<file path="src/hdl/multilevel_priority_queue_assert.svh">
// Assertion macros for the multilevel priority queue.
// Used by multilevel_priority_queue.sv; needs clk and rst_n in scope.
`ifndef MULTILEVEL_PRIORITY_QUEUE_ASSERT_SVH
`define MULTILEVEL_PRIORITY_QUEUE_ASSERT_SVH

// Same-cycle implication, disabled during reset.
`define MLPQ_ASSERT_NOW(label, ante, cons, msg) \
  label: assert property (@(posedge clk) disable iff (!rst_n) (ante) |-> (cons)) \
    else $error(msg);

// Next-cycle implication, disabled during reset.
`define MLPQ_ASSERT_NEXT(label, ante, cons, msg) \
  label: assert property (@(posedge clk) disable iff (!rst_n) (ante) |=> (cons)) \
    else $error(msg);

`endif

</file>
<file path="src/hdl/mlpq_pkg.sv">
// Shared types and constants for the multilevel priority queue.
// No dependencies; used by mlpq_ram.sv and multilevel_priority_queue.sv.
package mlpq_pkg;

  localparam int LEVELS_DEF     = 8;
  localparam int DEPTH_DEF      = 8;
  localparam int DATA_WIDTH_DEF = 32;
  localparam int ADDR_W_DEF     = 6;

  localparam int CFG_W    = 4;
  localparam int PRIO_W   = 3;
  localparam int VALUE_W  = 32;
  localparam int STATUS_W = 3;
  localparam int LEVEL_W  = 3;

  localparam logic [CFG_W-1:0] CFG_LEVELS_RST = 4'd8;

  localparam logic ACT_PUSH = 1'b0;
  localparam logic ACT_POP  = 1'b1;

  typedef enum logic [STATUS_W-1:0] {
    STAT_PUSHED    = 3'd0,
    STAT_POPPED    = 3'd1,
    STAT_OVERFLOW  = 3'd2,
    STAT_UNDERFLOW = 3'd3,
    STAT_BADPRIO   = 3'd4
  } status_t;

  typedef enum logic [1:0] {
    ST_IDLE   = 2'd0,
    ST_LOOKUP = 2'd1,
    ST_FETCH  = 2'd2,
    ST_DONE   = 2'd3
  } state_t;

endpackage

</file>
<file path="src/hdl/mlpq_ram.sv">
// Simple dual-port synchronous RAM, one write and one registered read port.
// Depends on mlpq_pkg for default sizes.
module mlpq_ram #(
  parameter int WIDTH  = mlpq_pkg::DATA_WIDTH_DEF,
  parameter int ADDR_W = mlpq_pkg::ADDR_W_DEF
) (
  input  logic              clk,
  input  logic              we,
  input  logic [ADDR_W-1:0] waddr,
  input  logic [WIDTH-1:0]  wdata,
  input  logic              re,
  input  logic [ADDR_W-1:0] raddr,
  output logic [WIDTH-1:0]  rdata
);

  logic [WIDTH-1:0] mem [2**ADDR_W];

  always_ff @(posedge clk) begin
    if (we) begin
      mem[waddr] <= wdata;
    end
  end

  always_ff @(posedge clk) begin
    if (re) begin
      rdata <= mem[raddr];
    end
  end

endmodule

</file>
<file path="src/hdl/multilevel_priority_queue.sv">
// Multilevel priority queue: one circular FIFO per priority level, level 0 most urgent.
// A push (action 0) appends value to its level's ring, reporting overflow when the
// ring holds DEPTH entries or a bad priority when priority_req is not below the
// effective levels_in_use (0 acts as 1, above LEVELS acts as LEVELS). A pop
// (action 1) removes the head of the lowest-numbered non-empty level in use and
// returns value and level, or reports underflow. Each transaction gives one result.
// Items are handled one at a time: an item passes the registered read of the per-level
// pointer memory followed, on a successful pop, by the registered read of the entry
// memory; the next item is accepted once its result has moved to the output register.
// A finished result waits in the output register without
// blocking the next item. The configuration port is always ready. Depends on
// mlpq_pkg, mlpq_ram and multilevel_priority_queue_assert.svh.
`include "multilevel_priority_queue_assert.svh"

module multilevel_priority_queue #(
  parameter int LEVELS     = mlpq_pkg::LEVELS_DEF,
  parameter int DEPTH      = mlpq_pkg::DEPTH_DEF,
  parameter int DATA_WIDTH = mlpq_pkg::DATA_WIDTH_DEF
) (
  input  logic                                clk,
  input  logic                                rst_n,
  // configuration
  input  logic                                cfg_valid,
  output logic                                cfg_ready,
  input  logic [mlpq_pkg::CFG_W-1:0]          cfg_data,
  // request channel
  input  logic                                in_valid,
  output logic                                in_stall,
  input  logic                                in_action,
  input  logic [mlpq_pkg::PRIO_W-1:0]         in_priority_req,
  input  logic signed [mlpq_pkg::VALUE_W-1:0] in_value,
  // result channel
  output logic                                out_valid,
  input  logic                                out_stall,
  output logic [mlpq_pkg::STATUS_W-1:0]       out_status,
  output logic signed [mlpq_pkg::VALUE_W-1:0] out_popped_value,
  output logic [mlpq_pkg::LEVEL_W-1:0]        out_popped_level
);

  localparam int LVL_W  = $clog2(LEVELS);
  localparam int PTR_W  = $clog2(DEPTH);
  localparam int CNT_W  = $clog2(DEPTH + 1);
  localparam int N_W    = $clog2(LEVELS + 1);
  localparam int CMP_W  = (N_W > mlpq_pkg::CFG_W) ? N_W : mlpq_pkg::CFG_W;
  localparam int META_W = 2 * PTR_W + CNT_W;
  localparam int ENT_AW = LVL_W + PTR_W;

  typedef struct packed {
    logic [PTR_W-1:0] head;
    logic [PTR_W-1:0] tail;
    logic [CNT_W-1:0] count;
  } meta_t;

  mlpq_pkg::state_t state_r, state_nxt;

  logic [mlpq_pkg::CFG_W-1:0] cfg_levels_r;
  logic [LEVELS-1:0]          nonempty_r;
  logic [LEVELS-1:0]          meta_vld_r;
  logic                       meta_hit_r;

  logic                       act_r;
  logic [LVL_W-1:0]           lvl_r;
  logic [DATA_WIDTH-1:0]      val_r;
  logic                       bad_r;
  logic                       none_r;

  logic [mlpq_pkg::STATUS_W-1:0] res_status_r;
  logic [mlpq_pkg::VALUE_W-1:0]  res_value_r;
  logic [mlpq_pkg::LEVEL_W-1:0]  res_level_r;

  logic                          out_valid_r;
  logic [mlpq_pkg::STATUS_W-1:0] out_status_r;
  logic [mlpq_pkg::VALUE_W-1:0]  out_value_r;
  logic [mlpq_pkg::LEVEL_W-1:0]  out_level_r;

  logic              in_fire;
  logic              out_free;
  logic [CMP_W-1:0]  cfg_ext;
  logic [CMP_W-1:0]  n_eff;
  logic [CMP_W-1:0]  prio_ext;
  logic [CMP_W-1:0]  lvl_ext;
  logic [LVL_W-1:0]  sel_lvl;
  logic              sel_found;
  logic [LVL_W-1:0]  lvl_nxt;

  logic [META_W-1:0] meta_rdata;
  meta_t             meta_cur;
  meta_t             meta_new;
  logic [PTR_W-1:0]  head_inc;
  logic [PTR_W-1:0]  tail_inc;
  logic              full;

  logic              meta_we;
  logic              ent_we;
  logic              ent_re;
  logic              load_lookup;
  logic              load_fetch;
  logic              load_out;
  logic [mlpq_pkg::STATUS_W-1:0] lookup_status;

  logic [ENT_AW-1:0]     ent_waddr;
  logic [ENT_AW-1:0]     ent_raddr;
  logic [DATA_WIDTH-1:0] ent_rdata;
  logic signed [63:0]    in_value_sx;
  logic signed [63:0]    ent_rdata_sx;

  assign cfg_ready = 1'b1;
  assign in_stall  = (state_r != mlpq_pkg::ST_IDLE);
  assign in_fire   = in_valid && !in_stall;
  assign out_free  = !out_valid_r || !out_stall;

  // effective level count, clamped to 1..LEVELS
  assign cfg_ext = CMP_W'(cfg_levels_r);
  always_comb begin
    if (cfg_ext == '0) begin
      n_eff = CMP_W'(1);
    end else if (cfg_ext > CMP_W'(LEVELS)) begin
      n_eff = CMP_W'(LEVELS);
    end else begin
      n_eff = cfg_ext;
    end
  end

  assign prio_ext = CMP_W'(in_priority_req);

  // fixed priority encoder over non-empty levels in use
  always_comb begin
    sel_found = 1'b0;
    sel_lvl   = '0;
    for (int i = LEVELS - 1; i >= 0; i--) begin
      if (nonempty_r[i] && (CMP_W'(i) < n_eff)) begin
        sel_found = 1'b1;
        sel_lvl   = LVL_W'(i);
      end
    end
  end

  assign lvl_nxt = (in_action == mlpq_pkg::ACT_POP) ? sel_lvl : prio_ext[LVL_W-1:0];

  // request capture
  always_ff @(posedge clk) begin
    if (in_fire) begin
      act_r  <= in_action;
      lvl_r  <= lvl_nxt;
      val_r  <= in_value_sx[DATA_WIDTH-1:0];
      bad_r  <= (in_action == mlpq_pkg::ACT_PUSH) && (prio_ext >= n_eff);
      none_r <= (in_action == mlpq_pkg::ACT_POP) && !sel_found;
    end
  end

  assign in_value_sx = 64'(in_value);

  // per-level pointer memory; an entry never written is taken as zero via meta_vld_r
  mlpq_ram #(
    .WIDTH  (META_W),
    .ADDR_W (LVL_W)
  ) u_meta_ram (
    .clk   (clk),
    .we    (meta_we),
    .waddr (lvl_r),
    .wdata (meta_new),
    .re    (in_fire),
    .raddr (lvl_nxt),
    .rdata (meta_rdata)
  );

  always_ff @(posedge clk) begin
    if (in_fire) begin
      meta_hit_r <= meta_vld_r[lvl_nxt];
    end
  end

  assign meta_cur = meta_hit_r ? meta_t'(meta_rdata) : meta_t'('0);
  assign full     = (meta_cur.count == CNT_W'(DEPTH));
  assign head_inc = (meta_cur.head == PTR_W'(DEPTH - 1)) ? '0 : meta_cur.head + 1'b1;
  assign tail_inc = (meta_cur.tail == PTR_W'(DEPTH - 1)) ? '0 : meta_cur.tail + 1'b1;

  always_comb begin
    meta_new = meta_cur;
    if (act_r == mlpq_pkg::ACT_PUSH) begin
      meta_new.tail  = tail_inc;
      meta_new.count = meta_cur.count + 1'b1;
    end else begin
      meta_new.head  = head_inc;
      meta_new.count = meta_cur.count - 1'b1;
    end
  end

  // entry memory, addressed by level and ring slot
  assign ent_waddr = {lvl_r, meta_cur.tail};
  assign ent_raddr = {lvl_r, meta_cur.head};

  mlpq_ram #(
    .WIDTH  (DATA_WIDTH),
    .ADDR_W (ENT_AW)
  ) u_entry_ram (
    .clk   (clk),
    .we    (ent_we),
    .waddr (ent_waddr),
    .wdata (val_r),
    .re    (ent_re),
    .raddr (ent_raddr),
    .rdata (ent_rdata)
  );

  assign ent_rdata_sx = 64'(signed'(ent_rdata));

  // next state
  always_comb begin
    state_nxt = state_r;
    case (state_r)
      mlpq_pkg::ST_IDLE: begin
        if (in_fire) begin
          state_nxt = mlpq_pkg::ST_LOOKUP;
        end
      end
      mlpq_pkg::ST_LOOKUP: begin
        if (act_r == mlpq_pkg::ACT_POP && !none_r) begin
          state_nxt = mlpq_pkg::ST_FETCH;
        end else begin
          state_nxt = mlpq_pkg::ST_DONE;
        end
      end
      mlpq_pkg::ST_FETCH: begin
        state_nxt = mlpq_pkg::ST_DONE;
      end
      mlpq_pkg::ST_DONE: begin
        if (out_free) begin
          state_nxt = mlpq_pkg::ST_IDLE;
        end
      end
      default: begin
        state_nxt = mlpq_pkg::ST_IDLE;
      end
    endcase
  end

  // control outputs
  always_comb begin
    meta_we       = 1'b0;
    ent_we        = 1'b0;
    ent_re        = 1'b0;
    load_lookup   = 1'b0;
    load_fetch    = 1'b0;
    load_out      = 1'b0;
    lookup_status = mlpq_pkg::STAT_PUSHED;
    case (state_r)
      mlpq_pkg::ST_LOOKUP: begin
        load_lookup = 1'b1;
        if (act_r == mlpq_pkg::ACT_PUSH) begin
          if (bad_r) begin
            lookup_status = mlpq_pkg::STAT_BADPRIO;
          end else if (full) begin
            lookup_status = mlpq_pkg::STAT_OVERFLOW;
          end else begin
            lookup_status = mlpq_pkg::STAT_PUSHED;
            meta_we       = 1'b1;
            ent_we        = 1'b1;
          end
        end else begin
          if (none_r) begin
            lookup_status = mlpq_pkg::STAT_UNDERFLOW;
          end else begin
            lookup_status = mlpq_pkg::STAT_POPPED;
            meta_we       = 1'b1;
            ent_re        = 1'b1;
          end
        end
      end
      mlpq_pkg::ST_FETCH: begin
        load_fetch = 1'b1;
      end
      mlpq_pkg::ST_DONE: begin
        load_out = out_free;
      end
      default: begin
      end
    endcase
  end

  // pending result
  assign lvl_ext = CMP_W'(lvl_r);

  always_ff @(posedge clk) begin
    if (load_lookup) begin
      res_status_r <= lookup_status;
      res_value_r  <= '0;
      res_level_r  <= '0;
    end else if (load_fetch) begin
      res_status_r <= mlpq_pkg::STAT_POPPED;
      res_value_r  <= ent_rdata_sx[mlpq_pkg::VALUE_W-1:0];
      res_level_r  <= lvl_ext[mlpq_pkg::LEVEL_W-1:0];
    end
  end

  // control state
  always_ff @(posedge clk) begin
    if (!rst_n) begin
      state_r      <= mlpq_pkg::ST_IDLE;
      cfg_levels_r <= mlpq_pkg::CFG_LEVELS_RST;
      nonempty_r   <= '0;
      meta_vld_r   <= '0;
      out_valid_r  <= 1'b0;
    end else begin
      state_r <= state_nxt;
      if (cfg_valid && cfg_ready) begin
        cfg_levels_r <= cfg_data;
      end
      if (meta_we) begin
        meta_vld_r[lvl_r] <= 1'b1;
        nonempty_r[lvl_r] <= (meta_new.count != '0);
      end
      if (load_out) begin
        out_valid_r <= 1'b1;
      end else if (!out_stall) begin
        out_valid_r <= 1'b0;
      end
    end
  end

  // output register
  always_ff @(posedge clk) begin
    if (load_out) begin
      out_status_r <= res_status_r;
      out_value_r  <= res_value_r;
      out_level_r  <= res_level_r;
    end
  end

  assign out_valid        = out_valid_r;
  assign out_status       = out_status_r;
  assign out_popped_value = out_value_r;
  assign out_popped_level = out_level_r;

  `MLPQ_ASSERT_NOW(a_flag_matches_count, state_r == mlpq_pkg::ST_LOOKUP, (meta_cur.count != '0) == nonempty_r[lvl_r], "non-empty flag disagrees with level count")
  `MLPQ_ASSERT_NOW(a_count_bounded, state_r == mlpq_pkg::ST_LOOKUP, meta_cur.count <= CNT_W'(DEPTH), "level count above ring depth")
  `MLPQ_ASSERT_NOW(a_entry_write_push, ent_we, act_r == mlpq_pkg::ACT_PUSH && !bad_r && !ent_re, "entry write outside a valid push")
  `MLPQ_ASSERT_NEXT(a_pop_fetches, ent_re, state_r == mlpq_pkg::ST_FETCH && act_r == mlpq_pkg::ACT_POP, "entry read not followed by fetch")

endmodule
</file>
<file path="config.mk">
export PLATFORM = sky130hd
export DESIGN_NAME = multilevel_priority_queue
export DESIGN_NICKNAME = d
export VERILOG_FILES = /design/src/hdl/mlpq_pkg.sv /design/src/hdl/mlpq_ram.sv /design/src/hdl/multilevel_priority_queue.sv
export VERILOG_INCLUDE_DIRS = /design/src /design/src/hdl
export SDC_FILE = /design/constraint.sdc
export NUM_CORES = 2
export LEC_CHECK = 0
export BUFFER_PORTS_ARGS = -buffer_cell sky130_fd_sc_hd__buf_2
export CAP_MARGIN = 20
export CORE_ASPECT_RATIO = 2
export CORE_UTILIZATION = 35
export CTS_BUF_LIST = sky130_fd_sc_hd__clkbuf_4 sky130_fd_sc_hd__clkbuf_8
export DETAILED_ROUTE_END_ITERATION = 12
export PLACE_DENSITY_LB_ADDON = 0.08
export SYNTH_ARGS = -nofsm -noshare
export SYNTH_HDL_FRONTEND = slang
export SYNTH_SLANG_ARGS = --single-unit
</file>
<file path="constraint.sdc">
create_clock -name clk -period 15.76 [get_ports clk]
set_clock_uncertainty 0.1 [all_clocks]
set_input_delay 1.576 -clock clk [delete_from_list [all_inputs] [get_ports clk]]
set_output_delay 1.576 -clock clk [all_outputs]
set_load 0.01 [all_outputs]
</file>
==> flow_metrics.py <==
metrics = {
    "status": {
        "outcome": "finished clean",
    },
    "timing": {
        "fin_tns_setup_ps": 0,
        "timing_hold_violations_final": 0,
        "maximum_clock_frequency_ghz": 0.196,
        "relative_slew_slack": 0.214,
        "rsz0062_at_grt": "false",
        "maxSlewViolCount": 0,
        "finalCritPeriodShare": 0.324,
        "period_minus_slack_ps": 5110,
        "final-setup-viol-count": 0,
        "worst-slew-pin-transition_ps": 1180,
    },
    "routing": {
        "via_count": 51400,
        "totalWireLength_um": 292000,
        "drc_errors": 0,
        "drt_iter0_drc": 4043,
        "ant_nets": 0,
        "avgRoutedWirePerCell_um": 30.4,
        "drt-pass1-iter-count": 5,
        "routed_via_density": 5.34,
    },
    "setup_path": {
        "critPathCaptureType": "flip-flop",
        "worst-path-max-fanout": 131,
        "most_frequent_cell_on_critical_path": "buf_4",
        "worstSetupPathType": "reg -> reg",
        "critical_path.max_stage_delay_ps": 870,
        "worstPathRequired_ps": 16360,
        "crit_path_cell_chain": "buf_4, buf_4, buf_12, buf_4, mux2i_1, a221oi_1, a21oi_1, a21oi_1, nor3_1, nor4_1",
        "critical_path_s_slowest_cell": "nor3_1",
        "arrival_ps": 5710,
        "startpoint_type": "flip-flop",
    },
    "cells_and_area": {
        "layout.cells.most_common": "edfxtp_1",
        "net_count_final": 5967,
        "final_core_util": 0.396,
        "layout-drive-gt1-share": 0.187,
        "synthToLayoutAreaGrowth_pct": 12.7,
        "final_cell_mix": "edfxtp_1, nand2_1, clkbuf_8, mux2i_1, a21oi_1",
        "finished_cell_area_sq_mm": 0.102,
    },
    "synthesis": {
        "postSynth.topFlopCell": "edfxtp_1",
        "ys_async_sr_fraction": 0,
        "synth_edf_count": 2250,
        "synth_fp_nets": 5746,
        "synth.lib_cells_used.distinct": 53,
        "yosysSeqAreaShare": 0.757,
        "synthesis.area_sq_mm": 0.0908,
        "synthesis.instances": 5687,
        "syn_avg_cell_area_sq_um": 16.0,
        "synth.yosys.warnings": 0,
        "postSynthRegisterBits": 2308,
    },
    "clock_network": {
        "htree_levels": 5,
        "insertion_delay_ps": 1020,
        "cts_buffer_depth": 4,
        "cts_tree": "built",
        "cts_inserted_buffers": 345,
        "root_buffer": "clkbuf_8",
        "cts_num_sinks": 2308,
        "cts.repair.resized": 0,
        "post_cts_buffers": 0,
        "cts_hold_buffers": 0,
        "clkTransAtPathRegs_ps": 70,
    },
    "grt": {
        "antenna_found_initial": 16,
        "grt_pass1_vias": 53500,
        "grtUsageTotal": 0.222,
        "grt_overflow": 0,
        "first_pass_grt_wire_length_um": 412000,
        "largest_net_degree_at_the_start_of_global_routing": 132,
    },
    "floorplan": {
        "die_x_um": 362,
        "die_y_extent_um": 722,
        "io_pins": 86,
        "initial_core_utilization": 0.352,
        "rows": 264,
        "placeableCoreArea_sq_mm": 0.258,
        "die_area_sq_mm": 0.262,
    },
    "hold_path": {
        "hold_path.class": "reg -> reg",
    },
    "pwr": {
        "total_leakage_power_nw": 33.0,
        "pwr_density_cell_mw_per_mm2": 152,
        "peakVddDrop_uv": 110,
    },
    "run": {
        "drv.max_cap_violation_count": 0,
    },
    "placed_design": {
        "place.gp.congestion": 0.748,
        "port-buffer-count": 84,
        "placed_inst_area_sq_mm": 0.0959,
        "place_hpwl_um": 164000,
    },
}
==> layout make-up <==
class	instances	area [sq um]
fillers	24000	156000
flip-flops and latches	2308	68700
multi-input cells	2977	20900
clock buffers	473	5810
well taps	3458	4330
repair buffers	263	1940
clock inverters	123	616
inverters	13	48.8
diodes	10	25.0
==> registers in the layout, indices dropped and copies added (netlist names), 8 cells and up <==
signal / count
u_entry_ram.mem: 2048
u_meta_ram.mem: 80
out_popped_value: 32
res_value_r: 32
u_entry_ram.rdata: 32
val_r: 32
u_meta_ram.rdata: 10
meta_vld_r: 8
nonempty_r: 8
==> cells by family (layout without fill, tap and decap cells) <==
group | after synthesis | after routing | synth area share
other cells | 1 | 11 | 0.0000413
flops | 2308 | 2308 | 0.757
fa+ha+maj | 14 | 14 | 0.00201
buf+inv | 402 | 872 | 0.0198
simple gates | 1508 | 1508 | 0.0719
compound gates | 850 | 850 | 0.0635
xor+xnor | 7 | 7 | 0.000675
mux | 597 | 597 | 0.0852
==> power breakdown <==
group | switching, W | internal [W]
logic | 0.00250 | 0.000963
registers | 0.0000954 | 0.00725
clock network | 0.00237 | 0.00241
total | 0.00497 | 0.0106
==> final timing paths <==
kind,slack (ps),cells after the start,from,to
max,10650,10,u_meta_ram.rdata[8],u_entry_ram.rdata[5]
min,300,0,res_value_r[23],out_popped_value[23]
max reg2reg,10650,10,u_meta_ram.rdata[8],u_entry_ram.rdata[5]
min reg2reg,300,0,res_value_r[23],out_popped_value[23]
==> metrics by stage <==
step	std cells	setup slack, ps	hold WS, ps	power [W]
6_report	9625	10650	301	0.0156
5_1_grt	9620	10440	300	0.0162
4_1_cts	9615	10650	288	0.0158
3_5_place_dp	9019	10670	308	0.0110
3_3_place_gp	9015	10470	318	0.0110
2_1_floorplan	5687	10740	300	0.00950
==> critical path, delay by kind of cell, from the launching register on <==
family | cells | cell delay (ps)
buf+inv | 4 | 2530
simple gates | 2 | 1020
flops | 1 | 390
compound gates | 3 | 370
mux | 1 | 260
==> cell usage after synthesis (73+ instances only) <==
cell type	n	area (sq um)
nor2_1	247	927
mux2_2	129	1450
a221oi_1	128	1120
clkbuf_1	196	736
nor3_1	260	1300
a21oi_1	273	1370
buf_2	113	566
and2_1	73	457
edfxtp_1	2250	67600
o211ai_1	128	961
o21ai_0	117	586
mux4_2	128	2880
mux2i_1	340	3400
a32oi_1	128	1120
nand2_1	785	2950
==> layer usage <==
layer  global-route usage  vias to the layer above  part of all wire  wire length [um]
met5                    0                        -                 0                 0
met4               0.0611                        0             0.025              7360
met3               0.0246                      412             0.039             11300
met2                0.413                     1319              0.54            158000
met1                0.267                    27200              0.39            115000
li1                     -                    22500                 -                 -
No activity file was read; power rests on OpenSTA's default activity.
